File: config.mk
export PLATFORM = sky130hd
export DESIGN_NAME = length_prefixed_deframer_mac_filter_flat
export DESIGN_NICKNAME = d
export VERILOG_FILES = /design/src/rtl/ldmf_pkg.sv /design/src/rtl/ldmf_if.sv /design/src/rtl/length_prefixed_deframer_mac_filter.sv /design/src/flat_wrapper.sv
export SDC_FILE = /design/constraint.sdc
export NUM_CORES = 1
export LEC_CHECK = 0
export BUFFER_PORTS_ARGS = -buffer_cell sky130_fd_sc_hd__buf_2
export CAP_MARGIN = 20
export CELL_PAD_IN_SITES_DETAIL_PLACEMENT = 0
export CELL_PAD_IN_SITES_GLOBAL_PLACEMENT = 1
export CORE_AREA = 5 5 164 206
export DETAILED_ROUTE_END_ITERATION = 8
export DIE_AREA = 0 0 169 211
export PLACE_DENSITY_LB_ADDON = 0.25
export SLEW_MARGIN = 20
export SYNTH_ARGS = -nofsm -noshare
export SYNTH_HDL_FRONTEND = slang
export SYNTH_SLANG_ARGS = --single-unit
File: constraint.sdc
create_clock -name clk_i -period 5.6 [get_ports clk_i]
set_input_delay 0.56 -clock clk_i [delete_from_list [all_inputs] [get_ports clk_i]]
set_output_delay 0.56 -clock clk_i [all_outputs]
set_load 0.005 [all_outputs]
File: src/rtl/ldmf_pkg.sv
// Package for the length-prefixed deframer with station address filter.
// Holds widths, register indexes, parse phase and status codes, result type.
// No dependencies.
package ldmf_pkg;

  // Ports that exist on the register map, and ports that are wired up
  localparam int unsigned RegPorts  = 4;
  localparam int unsigned NumPorts  = 4;

  localparam int unsigned ByteW     = 8;
  localparam int unsigned AddrW     = 48;
  localparam int unsigned LenW      = 16;
  localparam int unsigned MaskW     = 4;
  localparam int unsigned CfgIdxW   = 3;
  localparam int unsigned CfgDataW  = 48;

  // Smallest frame that carries a full Ethernet header
  localparam logic [LenW-1:0] MinFrame   = 16'd14;
  localparam logic [LenW-1:0] MaxLenRst  = 16'd1518;
  // Header is four bytes; the address occupies the first six payload bytes
  localparam logic [1:0]      HdrLastIdx = 2'd3;
  localparam logic [2:0]      AddrBytes  = 3'd6;
  // Group (multicast) flag: low bit of the first address byte
  localparam int unsigned     GroupBit   = 40;

  // Configuration register indexes
  localparam logic [CfgIdxW-1:0] RegPort0  = 3'd0;
  localparam logic [CfgIdxW-1:0] RegPort1  = 3'd1;
  localparam logic [CfgIdxW-1:0] RegPort2  = 3'd2;
  localparam logic [CfgIdxW-1:0] RegPort3  = 3'd3;
  localparam logic [CfgIdxW-1:0] RegEnable = 3'd4;
  localparam logic [CfgIdxW-1:0] RegMaxLen = 3'd5;

  typedef enum logic [1:0] {
    PhHeader  = 2'd0,
    PhPayload = 2'd1,
    PhSkip    = 2'd2
  } phase_e;

  typedef enum logic [1:0] {
    StNone     = 2'd0,
    StComplete = 2'd1,
    StOversize = 2'd2,
    StRunt     = 2'd3
  } status_e;

  typedef struct packed {
    logic [ByteW-1:0] out_byte;
    logic             payload_valid;
    logic             frame_first;
    logic             frame_last;
    logic [MaskW-1:0] deliver_mask;
    status_e          status;
  } result_t;

endpackage

File: src/rtl/ldmf_if.sv
// Channel interfaces of the deframer: byte input, result output, config writes.
// Depends on ldmf_pkg.
interface ldmf_in_if import ldmf_pkg::*; ();
  logic             valid;
  logic             ready;
  logic [ByteW-1:0] rx_byte;

  modport source (output valid, output rx_byte, input ready);
  modport sink   (input valid, input rx_byte, output ready);
endinterface

interface ldmf_out_if import ldmf_pkg::*; ();
  logic             valid;
  logic             ready;
  logic [ByteW-1:0] out_byte;
  logic             payload_valid;
  logic             frame_first;
  logic             frame_last;
  logic [MaskW-1:0] deliver_mask;
  logic [1:0]       status;

  modport source (output valid, output out_byte, output payload_valid,
                  output frame_first, output frame_last, output deliver_mask,
                  output status, input ready);
  modport sink   (input valid, input out_byte, input payload_valid,
                  input frame_first, input frame_last, input deliver_mask,
                  input status, output ready);
endinterface

interface ldmf_cfg_if import ldmf_pkg::*; ();
  logic                valid;
  logic                ready;
  logic [CfgIdxW-1:0]  index;
  logic [CfgDataW-1:0] data;

  modport source (output valid, output index, output data, input ready);
  modport sink   (input valid, input index, input data, output ready);
endinterface

File: src/rtl/length_prefixed_deframer_mac_filter.sv
// Top level of the length-prefixed deframer with station address filter.
// Depends on ldmf_pkg and the channel interfaces in ldmf_if.sv.
//
// Usage:
//   in_i   carries the stream one byte per transfer: a 4-byte little-endian
//          length, then that many frame bytes. Every accepted byte gives
//          exactly one result on out_o.
//   out_o  carries the result: the byte echoed with first/last marks for
//          good frames, the delivery mask on the last byte, and a status code
//          (frame complete, oversize header dropped, runt dropped).
//   cfg_i  writes the four port addresses, the port enable bits and the
//          maximum frame length; it is always ready. Write only while idle.
// Throughput is one byte per cycle while in_i.ready is high; the per-byte
// work is a counter update and a 48-bit address compare per port, between
// the parser state and the result register.
// A two-entry output (result register plus skid register) lets the input
// take one more byte while a result waits; with both full, in_i.ready drops.
// Reset puts the parser in header phase, clears the addresses and the enable
// bits and sets the maximum frame length to 1518.
module length_prefixed_deframer_mac_filter
  import ldmf_pkg::*;
(
  input  logic       clk_i,
  input  logic       rst_ni,
  ldmf_in_if.sink    in_i,
  ldmf_out_if.source out_o,
  ldmf_cfg_if.sink   cfg_i
);

  // Configuration registers
  logic [AddrW-1:0] port_addr_q [RegPorts];
  logic [MaskW-1:0] port_en_q;
  logic [LenW-1:0]  max_len_q;

  // Parser state
  phase_e           phase_q, phase_d;
  logic [1:0]       hdr_idx_q, hdr_idx_d;
  logic [23:0]      len_acc_q, len_acc_d;
  logic [LenW-1:0]  left_q, left_d;
  logic [2:0]       pos_q, pos_d;      // saturates at the address length
  logic [AddrW-1:0] dest_q, dest_d;

  // Output register and skid register
  result_t          out_q, skid_q, res;
  logic             out_valid_q, skid_valid_q;

  logic             in_fire, out_pop, cfg_fire;
  logic [31:0]      len_full;
  logic [MaskW-1:0] mask;

  assign in_fire  = in_i.valid && in_i.ready;
  assign out_pop  = out_valid_q && out_o.ready;
  assign cfg_fire = cfg_i.valid && cfg_i.ready;

  assign in_i.ready  = !skid_valid_q;
  assign cfg_i.ready = 1'b1;

  // Configuration writes; unknown indexes are ignored
  always_ff @(posedge clk_i or negedge rst_ni) begin
    if (!rst_ni) begin
      for (int i = 0; i < RegPorts; i++) port_addr_q[i] <= '0;
      port_en_q <= '0;
      max_len_q <= MaxLenRst;
    end else if (cfg_fire) begin
      case (cfg_i.index)
        RegPort0:  port_addr_q[0] <= cfg_i.data;
        RegPort1:  port_addr_q[1] <= cfg_i.data;
        RegPort2:  port_addr_q[2] <= cfg_i.data;
        RegPort3:  port_addr_q[3] <= cfg_i.data;
        RegEnable: port_en_q      <= cfg_i.data[MaskW-1:0];
        RegMaxLen: max_len_q      <= cfg_i.data[LenW-1:0];
        default: ;
      endcase
    end
  end

  // Delivery mask: all enabled ports for group addresses, else matching ones.
  // The last byte of a frame is at least byte 14, so dest_q is complete there.
  always_comb begin
    mask = '0;
    for (int i = 0; i < RegPorts; i++) begin
      if (i < NumPorts && port_en_q[i] &&
          (dest_q[GroupBit] || dest_q == port_addr_q[i])) begin
        mask[i] = 1'b1;
      end
    end
  end

  // Full length as seen on the fourth header byte
  assign len_full = {in_i.rx_byte, len_acc_q};

  // Next parser state
  always_comb begin
    phase_d   = phase_q;
    hdr_idx_d = hdr_idx_q;
    len_acc_d = len_acc_q;
    left_d    = left_q;
    pos_d     = pos_q;
    dest_d    = dest_q;
    case (phase_q)
      PhPayload: begin
        if (pos_q < AddrBytes) begin
          dest_d = {dest_q[AddrW-ByteW-1:0], in_i.rx_byte};
          pos_d  = pos_q + 3'd1;
        end
        if (left_q <= 16'd1) begin
          left_d  = '0;
          phase_d = PhHeader;
        end else begin
          left_d = left_q - 16'd1;
        end
      end
      PhSkip: begin
        if (left_q <= 16'd1) begin
          left_d  = '0;
          phase_d = PhHeader;
        end else begin
          left_d = left_q - 16'd1;
        end
      end
      default: begin
        // Header phase; the unused code behaves the same
        phase_d   = PhHeader;
        hdr_idx_d = hdr_idx_q + 2'd1;
        case (hdr_idx_q)
          2'd0:    len_acc_d[7:0]   = in_i.rx_byte;
          2'd1:    len_acc_d[15:8]  = in_i.rx_byte;
          2'd2:    len_acc_d[23:16] = in_i.rx_byte;
          default: len_acc_d        = '0;
        endcase
        if (hdr_idx_q == HdrLastIdx) begin
          len_acc_d = '0;
          if (len_full > {16'd0, max_len_q}) begin
            phase_d = PhHeader;
          end else if (len_full[LenW-1:0] < MinFrame) begin
            if (len_full[LenW-1:0] != '0) begin
              left_d  = len_full[LenW-1:0];
              phase_d = PhSkip;
            end
          end else begin
            left_d  = len_full[LenW-1:0];
            pos_d   = '0;
            dest_d  = '0;
            phase_d = PhPayload;
          end
        end
      end
    endcase
  end

  // Result of the current byte
  always_comb begin
    res = '{out_byte: '0, payload_valid: 1'b0, frame_first: 1'b0,
            frame_last: 1'b0, deliver_mask: '0, status: StNone};
    case (phase_q)
      PhPayload: begin
        res.out_byte      = in_i.rx_byte;
        res.payload_valid = 1'b1;
        res.frame_first   = (pos_q == 3'd0);
        if (left_q <= 16'd1) begin
          res.frame_last   = 1'b1;
          res.deliver_mask = mask;
          res.status       = StComplete;
        end
      end
      PhSkip: begin
        if (left_q <= 16'd1) res.status = StRunt;
      end
      default: begin
        if (hdr_idx_q == HdrLastIdx) begin
          if (len_full > {16'd0, max_len_q}) begin
            res.status = StOversize;
          end else if (len_full[LenW-1:0] == '0) begin
            res.status = StRunt;
          end
        end
      end
    endcase
  end

  // Parser state registers
  always_ff @(posedge clk_i or negedge rst_ni) begin
    if (!rst_ni) begin
      phase_q   <= PhHeader;
      hdr_idx_q <= '0;
      len_acc_q <= '0;
      left_q    <= '0;
      pos_q     <= '0;
      dest_q    <= '0;
    end else if (in_fire) begin
      phase_q   <= phase_d;
      hdr_idx_q <= hdr_idx_d;
      len_acc_q <= len_acc_d;
      left_q    <= left_d;
      pos_q     <= pos_d;
      dest_q    <= dest_d;
    end
  end

  // Output and skid valid flags
  always_ff @(posedge clk_i or negedge rst_ni) begin
    if (!rst_ni) begin
      out_valid_q  <= 1'b0;
      skid_valid_q <= 1'b0;
    end else if (skid_valid_q) begin
      if (out_pop) skid_valid_q <= 1'b0;
    end else if (in_fire) begin
      if (out_valid_q && !out_pop) skid_valid_q <= 1'b1;
      out_valid_q <= 1'b1;
    end else if (out_pop) begin
      out_valid_q <= 1'b0;
    end
  end

  // Output and skid payload
  always_ff @(posedge clk_i) begin
    if (skid_valid_q) begin
      if (out_pop) out_q <= skid_q;
    end else if (in_fire) begin
      if (!out_valid_q || out_pop) out_q  <= res;
      else                         skid_q <= res;
    end
  end

  assign out_o.valid         = out_valid_q;
  assign out_o.out_byte      = out_q.out_byte;
  assign out_o.payload_valid = out_q.payload_valid;
  assign out_o.frame_first   = out_q.frame_first;
  assign out_o.frame_last    = out_q.frame_last;
  assign out_o.deliver_mask  = out_q.deliver_mask;
  assign out_o.status        = out_q.status;

  // Skid entry is only ever filled behind a waiting result
  assert property (@(posedge clk_i) disable iff (!rst_ni)
    skid_valid_q |-> out_valid_q)
    else $error("skid register holds data without a waiting result");

  // End of a payload run returns the parser to header phase
  assert property (@(posedge clk_i) disable iff (!rst_ni)
    (in_fire && phase_q == PhPayload && left_q <= 16'd1) |=> phase_q == PhHeader)
    else $error("parser did not return to header after last byte");

  // Last mark only with frame-complete status and payload
  assert property (@(posedge clk_i) disable iff (!rst_ni)
    (out_valid_q && out_q.frame_last) |->
      (out_q.status == StComplete && out_q.payload_valid))
    else $error("last mark without completed frame");

  // Delivery mask only on the last byte
  assert property (@(posedge clk_i) disable iff (!rst_ni)
    (out_valid_q && !out_q.frame_last) |-> out_q.deliver_mask == '0)
    else $error("delivery mask outside the last byte");

endmodule
File: src/flat_wrapper.sv
// flat-port wrapper written by rule: the top's interface ports become plain ports
module length_prefixed_deframer_mac_filter_flat import ldmf_pkg::*;
  (clk_i, rst_ni, in_i_valid, in_i_rx_byte, in_i_ready, out_o_valid, out_o_out_byte, out_o_payload_valid, out_o_frame_first, out_o_frame_last, out_o_deliver_mask, out_o_status, out_o_ready, cfg_i_valid, cfg_i_index, cfg_i_data, cfg_i_ready);
  ldmf_in_if in_i_i ();
  ldmf_out_if out_o_i ();
  ldmf_cfg_if cfg_i_i ();
  input  logic clk_i;
  input  logic rst_ni;
  input wire logic [$bits(in_i_i.valid)-1:0] in_i_valid;
  input wire logic [$bits(in_i_i.rx_byte)-1:0] in_i_rx_byte;
  output wire logic [$bits(in_i_i.ready)-1:0] in_i_ready;
  output wire logic [$bits(out_o_i.valid)-1:0] out_o_valid;
  output wire logic [$bits(out_o_i.out_byte)-1:0] out_o_out_byte;
  output wire logic [$bits(out_o_i.payload_valid)-1:0] out_o_payload_valid;
  output wire logic [$bits(out_o_i.frame_first)-1:0] out_o_frame_first;
  output wire logic [$bits(out_o_i.frame_last)-1:0] out_o_frame_last;
  output wire logic [$bits(out_o_i.deliver_mask)-1:0] out_o_deliver_mask;
  output wire logic [$bits(out_o_i.status)-1:0] out_o_status;
  input wire logic [$bits(out_o_i.ready)-1:0] out_o_ready;
  input wire logic [$bits(cfg_i_i.valid)-1:0] cfg_i_valid;
  input wire logic [$bits(cfg_i_i.index)-1:0] cfg_i_index;
  input wire logic [$bits(cfg_i_i.data)-1:0] cfg_i_data;
  output wire logic [$bits(cfg_i_i.ready)-1:0] cfg_i_ready;
  assign in_i_i.valid = in_i_valid;
  assign in_i_i.rx_byte = in_i_rx_byte;
  assign in_i_ready = in_i_i.ready;
  assign out_o_valid = out_o_i.valid;
  assign out_o_out_byte = out_o_i.out_byte;
  assign out_o_payload_valid = out_o_i.payload_valid;
  assign out_o_frame_first = out_o_i.frame_first;
  assign out_o_frame_last = out_o_i.frame_last;
  assign out_o_deliver_mask = out_o_i.deliver_mask;
  assign out_o_status = out_o_i.status;
  assign out_o_i.ready = out_o_ready;
  assign cfg_i_i.valid = cfg_i_valid;
  assign cfg_i_i.index = cfg_i_index;
  assign cfg_i_i.data = cfg_i_data;
  assign cfg_i_ready = cfg_i_i.ready;
  length_prefixed_deframer_mac_filter u_core (.clk_i(clk_i), .rst_ni(rst_ni), .in_i(in_i_i), .out_o(out_o_i), .cfg_i(cfg_i_i));
endmodule
==> results.md, run 1 <==
* First-pass GRT wire length at between 70,000 and 80,000 um
* Warnings, synthesis at 0
* Ys flop type: dfrtp_1
* Die footprint at 0.0357 mm^2
* Synth Cell Area at between 0.015 and 0.02 mm^2
* Crit path DAT at 3.50 ns
* Placed cells at ~1,900
* Clock Path Buffers at 3
* Post-synth top area cell: dfrtp_1
* Total track usage at 0.261
* TritonCTS clock tree: yes
* CTS root buffer: clkbuf_16
* Worst Setup Start Kind: flip-flop
* Max-cap check violation count at 0
* Worst-margin pin slew at between 0.9 and 1 ns
* Clk_skew at about 0.018 ns
* # clock sinks at around 340
* Crit share post-route at 0.548
* Req. time, crit path at approximately 6.0 ns
* Vias in the first global route at 11,600
* Cells along the critical path: ha_1, nand4_1, nor4_1, o21ai_0, a32oi_1, o21ai_4, buf_4, o21ai_0
* Leakage at ~0.0077 uW
* Synth top cells by count: dfrtp_1 (301), mux2_2 (217), xnor2_1 (194)
* Delay-heaviest family, CP: compound AO/OA/AOI/OAI gates
* Largest net degree at the start of global routing at 128
* Number of diodes at 0
* Net Count, Synth at between 1,500 and 2,000
* # nets final at around 1,600
* PD cells at 422 mW/mm^2
* Fmax at around 0.33 GHz
* DP HPWL at 32,300 um
* GP Congestion at between 0.8 and 0.9
* Final hold violations at 1
* Die H at 211 um
* Initial Util at 0.533
* CP Max Fanout at 51
* CP Capture Type: flip-flop
* Clock period minus worst slack at about 3 ns
* VDD IR max at roughly 0.00024 V
* CTS Buf Count at 37
* Worst slew margin relative to its limit at 0.339
* Hold slack final at -0.00599 ns
* Avg WL per Cell at 23.8 um
* Syn-to-layout area delta at 11.2%
* DRC violations left at 0
* Worst-Skew Late Latency at ~0.53 ns
* Total power draw at between 7000 and 8000 uW
* CP most frequent cell: o21ai_0
* Die Wd at ~170 um
* Layout cells sized above 1 at 0.263
* Crit path kind: reg2reg
* Initial antenna violation count at 0
* Status: complete, but fails checks
* Area of the multi-input gates at 0.00729 mm^2
* Drt total wl at about 46,000 um
* DRT iter0 DRCs at 1,037
* Async SR Flop Fraction at 0.901
* Clock input transition at the sequential cells of the worst setup and hold paths at approximately 0.070 ns
* Initial DRT Pass Iterations at 5
* Number of fill cells at between 2,000 and 3,000
* Yosys reg bits at 343
* Hold Crit Class: in2async
* Final ANT Viol Nets at 0
* Setup TNS at 0 ns
* Via/cell ratio at between 5 and 6
* Top cell type's share of synthesized area at 0.449
* Gr ovfl total at 0
* Number of hold buffers added after cts at 0
* Site row count at 73
* Post-CTS Resized at 0
* Core Region at between 0.03 and 0.04 mm^2
* IO Port Bufs at 82
* FF+latch area at a little under 0.009 mm^2
* Slew Viols, Final at 0
* Number of synthesized flops with an enable pin at 34
* Synth Instances at ~1,500
* Post-CTS Setup Bufs at 0
* Largest cells by area after synthesis: dfrtp_1 (45%), mux2_2 (15%), xnor2_1 (10%)
* Slowest-stage cell, CP: a32oi_1
* Syn Area/Cell at between 10 and 15 um^2
* RSZ-0062 raised after global routing: no
* Buffers & Inverters on Critical Path at 1
* H-tree depth at 2
* Post-route insts no fill at about 1,900
* Max incr delay on CP at a little over 0.6 ns
* Sequential area share after synthesis at 0.522
* # setup viols final at 0
* Top-count cell post-synth: dfrtp_1
* Synth cell types at 62
* Failing checks: negative hold slack
* IO Pins at 84
* Routed vias at approximately 11,000
-- worst reg2reg max path: cells and delay by family (launching register included) --
kind	cells	cell delay, ns
AOI/OAI and AO/OA	4	1.27
and+or+nand+nor	2	0.58
DFF	1	0.46
adders and majority gates	1	0.34
buffers and inverters	1	0.32
-- metal layers --
metal,track usage,vias up,part of all wire
met2,0.446,352,0.50
met5,0,-,0
met3,0.0335,94,0.044
met1,0.328,5678,0.40
li1,-,5152,-
met4,0.128,0,0.057
-- final timing paths --
path | to | from | cells after the start | slack (ns)
min reg2reg | u_core.len_acc_q[18]$_DFFE_PN0P_ | u_core.len_acc_q[18]$_DFFE_PN0P_ | 2 | 0.49
max in group asynchronous | u_core.port_addr_q[139]$_DFFE_PN0P_ | rst_ni | 2 | 4.37
max | u_core.dest_q[15]$_DFFE_PN0P_ | u_core.len_acc_q[15]$_DFFE_PN0P_ | 8 | 2.53
min in group clk_i | u_core.skid_valid_q$_DFF_PN0_ | out_o_ready | 2 | 0.21
min | u_core.len_acc_q[19]$_DFFE_PN0P_ | rst_ni | 1 | -0.006
max reg2reg | u_core.dest_q[15]$_DFFE_PN0P_ | u_core.len_acc_q[15]$_DFFE_PN0P_ | 8 | 2.53
-- flip-flops by register name, summed over array words and instances, names as in the netlist, 2 cells and up --
name and flops:
u_core.port_addr_q 192, u_core.dest_q 48, u_core.len_acc_q 24, u_core.skid_q 17
u_core.left_q 16, u_core.max_len_q 16, u_core.out_o.out_byte 8, u_core.out_o.deliver_mask 4
u_core.port_en_q 4, u_core.pos_q 3, u_core.hdr_idx_q 2, u_core.out_o.status 2
u_core.phase_q 2
-- power by group --
part	switching (uW)	internal, uW	total [uW]	leakage [uW]
clock	1010	1450	2460	0.000614
combinational	991	876	1870	0.00303
sequential	473	3070	3550	0.00407
total	2470	5400	7870	0.00771
-- cell families (layout without fill, tap and decap cells) --
logic type,Yosys count,count (layout),share of synthesized area
flip-flops,343,343,0.522
multiplexers,220,220,0.147
XOR/XNOR,195,195,0.102
AND/OR/NAND/NOR,252,252,0.0798
AO/OA/AOI/OAI,228,228,0.0836
adder cells (fa/ha/maj),26,26,0.0194
buffers and inverters,198,250,0.0458
other,1,1,0.000223
-- cell type report --
cell class	count	share of cell area
inverter	88	0.0177
clock buffer	51	0.0579
multi-input combinational	922	0.390
clock inverter	15	0.00771
sequential	343	0.469
tap	412	0.0276
timing repair buffer	96	0.0295
-- through the flow --
step,setup WS [ns],area (um^2),hold WS [ns],util
after floorplan,3.11,16800,0.264,-
after global placement,2.57,17400,0.479,0.553
after detailed placement,2.54,17400,0.477,0.554
after CTS,2.51,18700,0.0196,0.593
after global routing,2.26,18700,0.0367,0.593
final,2.53,18700,-0.00599,0.593
-- layout by cell type (no fill, tap or decap), types with 6 or more instances in the layout --
cell type / count
dfstp_2: 8
xnor2_1: 194
a31oi_1: 8
clkbuf_16: 39
o22ai_1: 11
buf_4: 12
buf_2: 81
edfxtp_1: 34
clkinv_2: 10
nor2_1: 29
a21oi_1: 26
nand4_1: 53
ha_1: 26
nand2_1: 88
inv_1: 87
nor4_1: 34
clkbuf_8: 6
a22oi_1: 43
o21ai_0: 98
mux2_2: 217
clkbuf_1: 6
dfrtp_1: 301
a32oi_1: 8
nor3_1: 7
Power figures use the tool's default switching activity.
==> run 2, diff against run 1 <==
- CORE_AREA: 5 5 164 206 -> 5 5 170 213
- DIE_AREA: 0 0 169 211 -> 0 0 175 218
- clock period: 5.6 -> 2.83 ns (I/O delays scaled with it)
==> results.md, run 2 (synthesis results as in run 1) <==
* IO Port Bufs at 82 (unchanged)
* Worst-margin pin slew at 0.924 ns (-0.0679 ns)
* Hold slack final at 0.0182 ns (+0.0242 ns)
* Slowest-stage cell, CP: dfstp_2
* Initial antenna violation count at 0 (unchanged)
* Worst-Skew Late Latency at 0.54 ns (about the same)
* Finished Cell Area at 0.0192 mm^2 (+2.6%)
* Die Wd at 175 um (+3.6%)
* RSZ-0062 raised after global routing: yes
* Crit path DAT at 3.20 ns (-0.30 ns)
* Die H at 218 um (+3.3%)
* VDD IR max at 0.000625 V (+160%)
* Initial Util at 0.493 (-0.0396)
* DRC violations left at 0 (unchanged)
* Most common cell after layout, fill and taps aside: dfrtp_1
* Final ANT Viol Nets at 0 (unchanged)
* Max incr delay on CP at 0.53 ns (-0.09 ns)
* Gr ovfl total at 0 (unchanged)
* # clock sinks at 343 (unchanged)
* Initial DRT Pass Iterations at 5 (unchanged)
* DRT iter0 DRCs at 930 (-10%)
* Biggest register: u_core.port_addr_q
* Layout cells sized above 1 at 0.281 (+0.0182)
* GP Congestion at 0.909 (+2.7%)
* Site row count at 76 (+4.1%)
* Regs by FF count: u_core.port_addr_q: 192 flops, u_core.dest_q: 48 flops, u_core.len_acc_q: 24 flops
* Via/cell ratio at 5.78 (-1.2%)
* CTS root buffer: clkbuf_16
* Final hold violations at 0 (-1)
* # setup viols final at 0 (unchanged)
* Clock input transition at the sequential cells of the worst setup and hold paths at 0.06 ns (about the same)
* CP Capture Type: flip-flop
* Syn-to-layout area delta at 14.1%
* CP Max Fanout at 13 (-75%)
* Status: complete, no violations
* CTS Buf Count at 38 (+2.7%)
* Largest register FFs at 192 (unchanged)
* Worst slew margin relative to its limit at 0.380 (+0.0412)
* Vias in the first global route at 11,700 (+1.6%)
* First-pass GRT wire length at 72,900 um (+2.9%)
* Total track usage at 0.249 (-0.0112)
* H-tree depth at 2 (unchanged)
* Max-cap check violation count at 0 (unchanged)
* # nets final at 1,624 (+2.9%)
* Reg2reg setup slack at 0.007 ns (-2.53 ns)
* Hold Crit Class: in2reg
* Largest net degree at the start of global routing at 68 (-47%)
* Crit path kind: reg2reg
* R2r worst-path depth at 9 (+1)
* Fmax at 0.354 GHz (+8.7%)
* Clock Path Buffers at 3 (unchanged)
* FF-to-FF End: u_core.out_o.status[1]$_DFFE_PP_
* Slew Viols, Final at 0 (unchanged)
* Leakage at 0.00795 uW (+3.1%)
* Req. time, crit path at 3.21 ns (-2.82 ns)
* Post-CTS Setup Bufs at 0 (unchanged)
* DP HPWL at 33,900 um (+4.9%)
* Clock period minus worst slack at 2.82 ns (-0.244 ns)
* Cells along the critical path: inv_1, ha_1, a41o_1, a21oi_1, or4_1, a31oi_1, buf_4, o211ai_1, a2bb2oi_1
* Reg-to-Reg Start: u_core.max_len_q[7]$_DFFE_PN1P_
* Worst Setup Start Kind: flip-flop
* Avg WL per Cell at 23.8 um (-0.11%)
* Core Region at 0.0340 mm^2 (+8.0%)
* TritonCTS clock tree: yes
* IO Pins at 84 (unchanged)
* Placed instance area at 0.0179 mm^2 (+2.4%)
* Post-CTS Resized at 0 (unchanged)
* Die footprint at 0.0382 mm^2 (+7.0%)
* Routed vias at 11,500 (+2.1%)
* Number of diodes at 0 (unchanged)
* Crit share post-route at 0.998 (+0.450)
* Most frequent cells in the layout: dfrtp_1 (301), mux2_2 (217), xnor2_1 (194)
* Setup TNS at 0 ns (unchanged)
* PD cells at 826 mW/mm^2 (+96%)
* Clk_skew at 0.0209 ns (+0.00309 ns)
* CP endpoint: u_core.out_o.status[1]$_DFFE_PP_
* Total power draw at 15,800 uW (+100%)
* Drt total wl at 47,300 um (+3.3%)
* Crit path launch: u_core.max_len_q[7]$_DFFE_PN1P_
==> run 2: cell types whose count changed in the layout (fill, tap and decap cells not counted), sizes merged <==
cell	change
dlygate4sd3	+4
buf	+41
clkinvlp	+1
inv	+2
clkinv	-1
bufinv	+1
==> run 2: how the worst min path moves through the flow <==
stage	endpoint	cells past startpoint	slack, ns	from
finish	u_core.port_addr_q[120]$_DFFE_PN0P_	2	0.02	cfg_i_data[24]
global route	u_core.port_addr_q[25]$_DFFE_PN0P_	2	0.02	cfg_i_data[25]
CTS	u_core.port_addr_q[120]$_DFFE_PN0P_	2	0.004	cfg_i_data[24]
detailed placement	u_core.len_acc_q[18]$_DFFE_PN0P_	1	0.29	rst_ni
global placement	u_core.len_acc_q[18]$_DFFE_PN0P_	1	0.29	rst_ni
floorplan	u_core.dest_q[0]$_DFFE_PN0P_	0	-0.01	rst_ni
==> run 2: final cells by class <==
cell class                      instances  area, um^2
Tap cell                              429         537
Inverter                               88         330
Clock buffer                           51        1060
Multi-Input combinational cell        922        7290
Fill cell                            2901       14900
Timing Repair Buffer                  141         986
Sequential cell                       343        8760
Clock inverter                         18         188
==> run 2: critical path: cells and delay by family (launching register included) <==
| kind | cells | cell delay (ns) |
|---|---|---|
| flip-flops | 1 | 0.53 |
| buffers and inverters | 2 | 0.34 |
| AO/OA/AOI/OAI | 5 | 0.97 |
| AND/OR/NAND/NOR | 1 | 0.52 |
| adder cells (fa/ha/maj) | 1 | 0.31 |
==> run 2: report_power, final <==
| group | internal (uW) | switching [uW] | leakage [uW] | total (uW) |
|---|---|---|---|---|
| registers | 6090 | 860 | 0.00407 | 6950 |
| logic | 1820 | 2080 | 0.00327 | 3910 |
| clock network | 2920 | 2050 | 0.000617 | 4970 |
| total | 10800 | 4990 | 0.00795 | 15800 |
==> run 2: timing repair <==
action                                  in CTS  in global routing
hold buffers                                 4                  0
endpoints found under the setup margin       0                  5
endpoints found under the hold margin       59                  0
==> run 2: stage by stage <==
step	instances	setup WS [ns]	util
floorplan	1463	0.337	-
global placement	1919	0.140	0.525
detailed placement	1919	0.0817	0.525
CTS	1992	0.0691	0.563
global route	1992	-0.0195	0.563
finish	1992	0.00676	0.563
==> run 2: layer usage <==
metal	up-vias	global-route usage	share of wire
met5	-	0	0
met4	0	0.0909	0.040
met1	5854	0.314	0.41
li1	5254	-	-
met3	86	0.0269	0.038
met2	321	0.446	0.52
==> run 3, diff against run 2 <==
- CORE_AREA: 5 5 170 213 -> 5 5 179 224
- DIE_AREA: 0 0 175 218 -> 0 0 184 229
- REMOVE_ABC_BUFFERS: unset -> 1
- clock period: 2.83 -> 2.34 ns (I/O delays scaled with it)
==> results.md, run 3 (synthesis results as in run 1) <==
* GP Congestion at 0.861 (-5.3%)
* Reg-to-Reg Start: u_core.max_len_q[5]$_DFFE_PN1P_
* Final worst setup slack at -0.234 ns (-0.241 ns)
* Fraction of power spent switching nets at 0.311 (-0.00405)
* Post-route insts no fill at 2,192 (+10%)
* Vias in the first global route at 12,300 (+4.4%)
* Final hold violations at 0 (unchanged)
* Internal Power at 13,600 uW (+26%)
* Layout cells sized above 1 at 0.354 (+0.0732)
* Failing checks: negative setup slack
* Power share of the combinational group at 0.286 (+0.039)
* Largest register FFs at 192 (unchanged)
* Number of diodes at 0 (unchanged)
* Clock Path Buffers at 3 (unchanged)
* Setup TNS at -11.10 ns (-11.10 ns)
* Most common cell after layout, fill and taps aside: dfrtp_1
* Worst slew margin relative to its limit at 0.429 (+0.0488)
* Initial Util at 0.444 (-0.0494)
* Site row count at 80 (+5.3%)
* # clock sinks at 343 (unchanged)
* Largest net degree at the start of global routing at 70 (+2.9%)
* IO Pins at 84 (unchanged)
* Most frequent cells in the layout: dfrtp_1 (300), mux2_2 (217), xnor2_1 (191)
* Worst-margin pin slew at 0.852 ns (-0.0715 ns)
* Status: complete, but fails checks
* Initial DRT Pass Iterations at 6 (+1)
* Via/cell ratio at 5.45 (-5.7%)
* Clock Power Share at 0.296 (-0.018)
* DRC violations left at 0 (unchanged)
* Die H at 229 um (+5.0%)
* Crit share post-route at 1.10 (+0.103)
* DRT iter0 DRCs at 945 (+1.6%)
* Clk_skew at 0.0287 ns (+0.00778 ns)
* Final ANT Viol Nets at 0 (unchanged)
* First-pass GRT wire length at 74,300 um (+1.9%)
* Crit path launch: u_core.max_len_q[5]$_DFFE_PN1P_
* Biggest register: u_core.port_addr_q
* Total track usage at 0.230 (-0.0195)
* CP Capture Type: flip-flop
* Worst-Skew Late Latency at 0.54 ns (about the same)
* Routed vias at 11,900 (+3.8%)
* IO Port Bufs at 82 (unchanged)
* H-tree depth at 2 (unchanged)
* Crit path kind: reg2reg
* Fmax at 0.388 GHz (+9.7%)
* Clock input transition at the sequential cells of the worst setup and hold paths at 0.07 ns (about the same)
* Leakage at 0.00874 uW (+9.9%)
* Hold Crit Class: in2reg
* Avg WL per Cell at 22.3 um (-6.2%)
* PD cells at 951 mW/mm^2 (+15%)
* Die footprint at 0.0421 mm^2 (+10%)
* CP endpoint: u_core.dest_q[24]$_DFFE_PN0P_
* Placed cells at 2,091 (+9.0%)
* VDD IR max at 0.000611 V (-2.1%)
* CTS Buf Count at 38 (unchanged)
* # setup viols final at 71 (+71)
* Drt total wl at 48,900 um (+3.3%)
* Syn-to-layout area delta at 23.7%
* Slew Viols, Final at 0 (unchanged)
* TritonCTS clock tree: yes
* P_sw at 6150 uW (+23%)
* FF-to-FF End: u_core.dest_q[24]$_DFFE_PN0P_
* Initial antenna violation count at 0 (unchanged)
* Reg2reg setup slack at -0.23 ns (-0.24 ns)
* Crit path DAT at 3.03 ns (-0.17 ns)
* Max-cap check violation count at 0 (unchanged)
* Final Core Density at 0.549 (-0.0136)
* Regs by FF count: u_core.port_addr_q: 192 flops, u_core.dest_q: 48 flops, u_core.len_acc_q: 24 flops
* R2r worst-path depth at 12 (+3)
* Req. time, crit path at 2.80 ns (-0.41 ns)
* RSZ-0062 raised after global routing: yes
* CP Max Fanout at 21 (+8)
* Core Region at 0.0378 mm^2 (+11%)
* DP HPWL at 34,600 um (+2.0%)
* Power share of the sequential group at 0.418 (-0.021)
* Die Wd at 184 um (+5.1%)
* Gr ovfl total at 0 (unchanged)
* CTS root buffer: clkbuf_16
* Worst Setup Start Kind: flip-flop
* Clock period minus worst slack at 2.57 ns (-0.249 ns)
* Hold slack final at 0.0221 ns (+0.00392 ns)
* # nets final at 1,761 (+8.4%)
==> run 3: power by group through the flow <==
stage	logic, uW	clock network, uW	registers (uW)
global route	6190	6230	8420
global placement	5290	0	8280
CTS	5500	5970	8240
detailed placement	5380	0	8340
finish	5650	5850	8250
floorplan	3010	0	8270
==> run 3: how the worst min path moves through the flow <==
stage	start	end	slack (ns)	depth (start not counted)
3_5_place_dp	rst_ni	u_core.left_q[11]$_DFFE_PN0P_	0.24	1
4_1_cts	cfg_i_data[22]	u_core.port_addr_q[118]$_DFFE_PN0P_	0.003	2
6_report	cfg_i_data[21]	u_core.port_addr_q[117]$_DFFE_PN0P_	0.02	2
3_3_place_gp	rst_ni	u_core.left_q[11]$_DFFE_PN0P_	0.24	1
5_1_grt	in_i_valid	u_core.skid_valid_q$_DFF_PN0_	0.009	3
2_1_floorplan	rst_ni	u_core.dest_q[0]$_DFFE_PN0P_	-0.06	0
==> run 3: per-stage QoR <==
stage               area [um^2]  total power [uW]  setup WS, ns
finish                    20800             19700        -0.234
global route              20800             20800        -0.317
CTS                       20400             19700        -0.214
detailed placement        18900             13700        -0.384
global placement          18900             13600        -0.323
floorplan                 16300             11300         -2.23
==> run 3: critical path, stage by stage (launching register included) <==
cell,delay [ns]
dfstp_2,0.53
inv_1,0.06
ha_4,0.26
a41o_1,0.16
a21oi_1,0.04
or4_4,0.42
buf_6,0.14
a32oi_2,0.18
buf_4,0.15
o21ai_4,0.06
buf_12,0.16
buf_12,0.16
o21ai_0,0.16
==> run 3: final cells by class <==
cell class / instances / area (um^2)
tap: 492 / 616
timing repair buffer: 278 / 2270
multi-input combinational: 922 / 7600
sequential: 343 / 8760
fill: 3313 / 17100
inverter: 88 / 330
clock buffer: 57 / 1070
clock inverter: 12 / 119
==> run 3: per-layer routing <==
layer | part of all wire | GRT usage
met5 | 0 | 0
met4 | 0.042 | 0.0844
met1 | 0.40 | 0.289
met3 | 0.038 | 0.0298
met2 | 0.52 | 0.403
==> run 3: what timing repair did <==
item / in CTS / in global routing
hold buffers: 27 / 0
endpoints found under the setup margin: 76 / 93
gates resized for setup: 12 / 101
hold endpoints to repair: 155 / 0
pin swaps: 4 / 12
gates cloned: 0 / 3
buffers inserted: 0 / 2
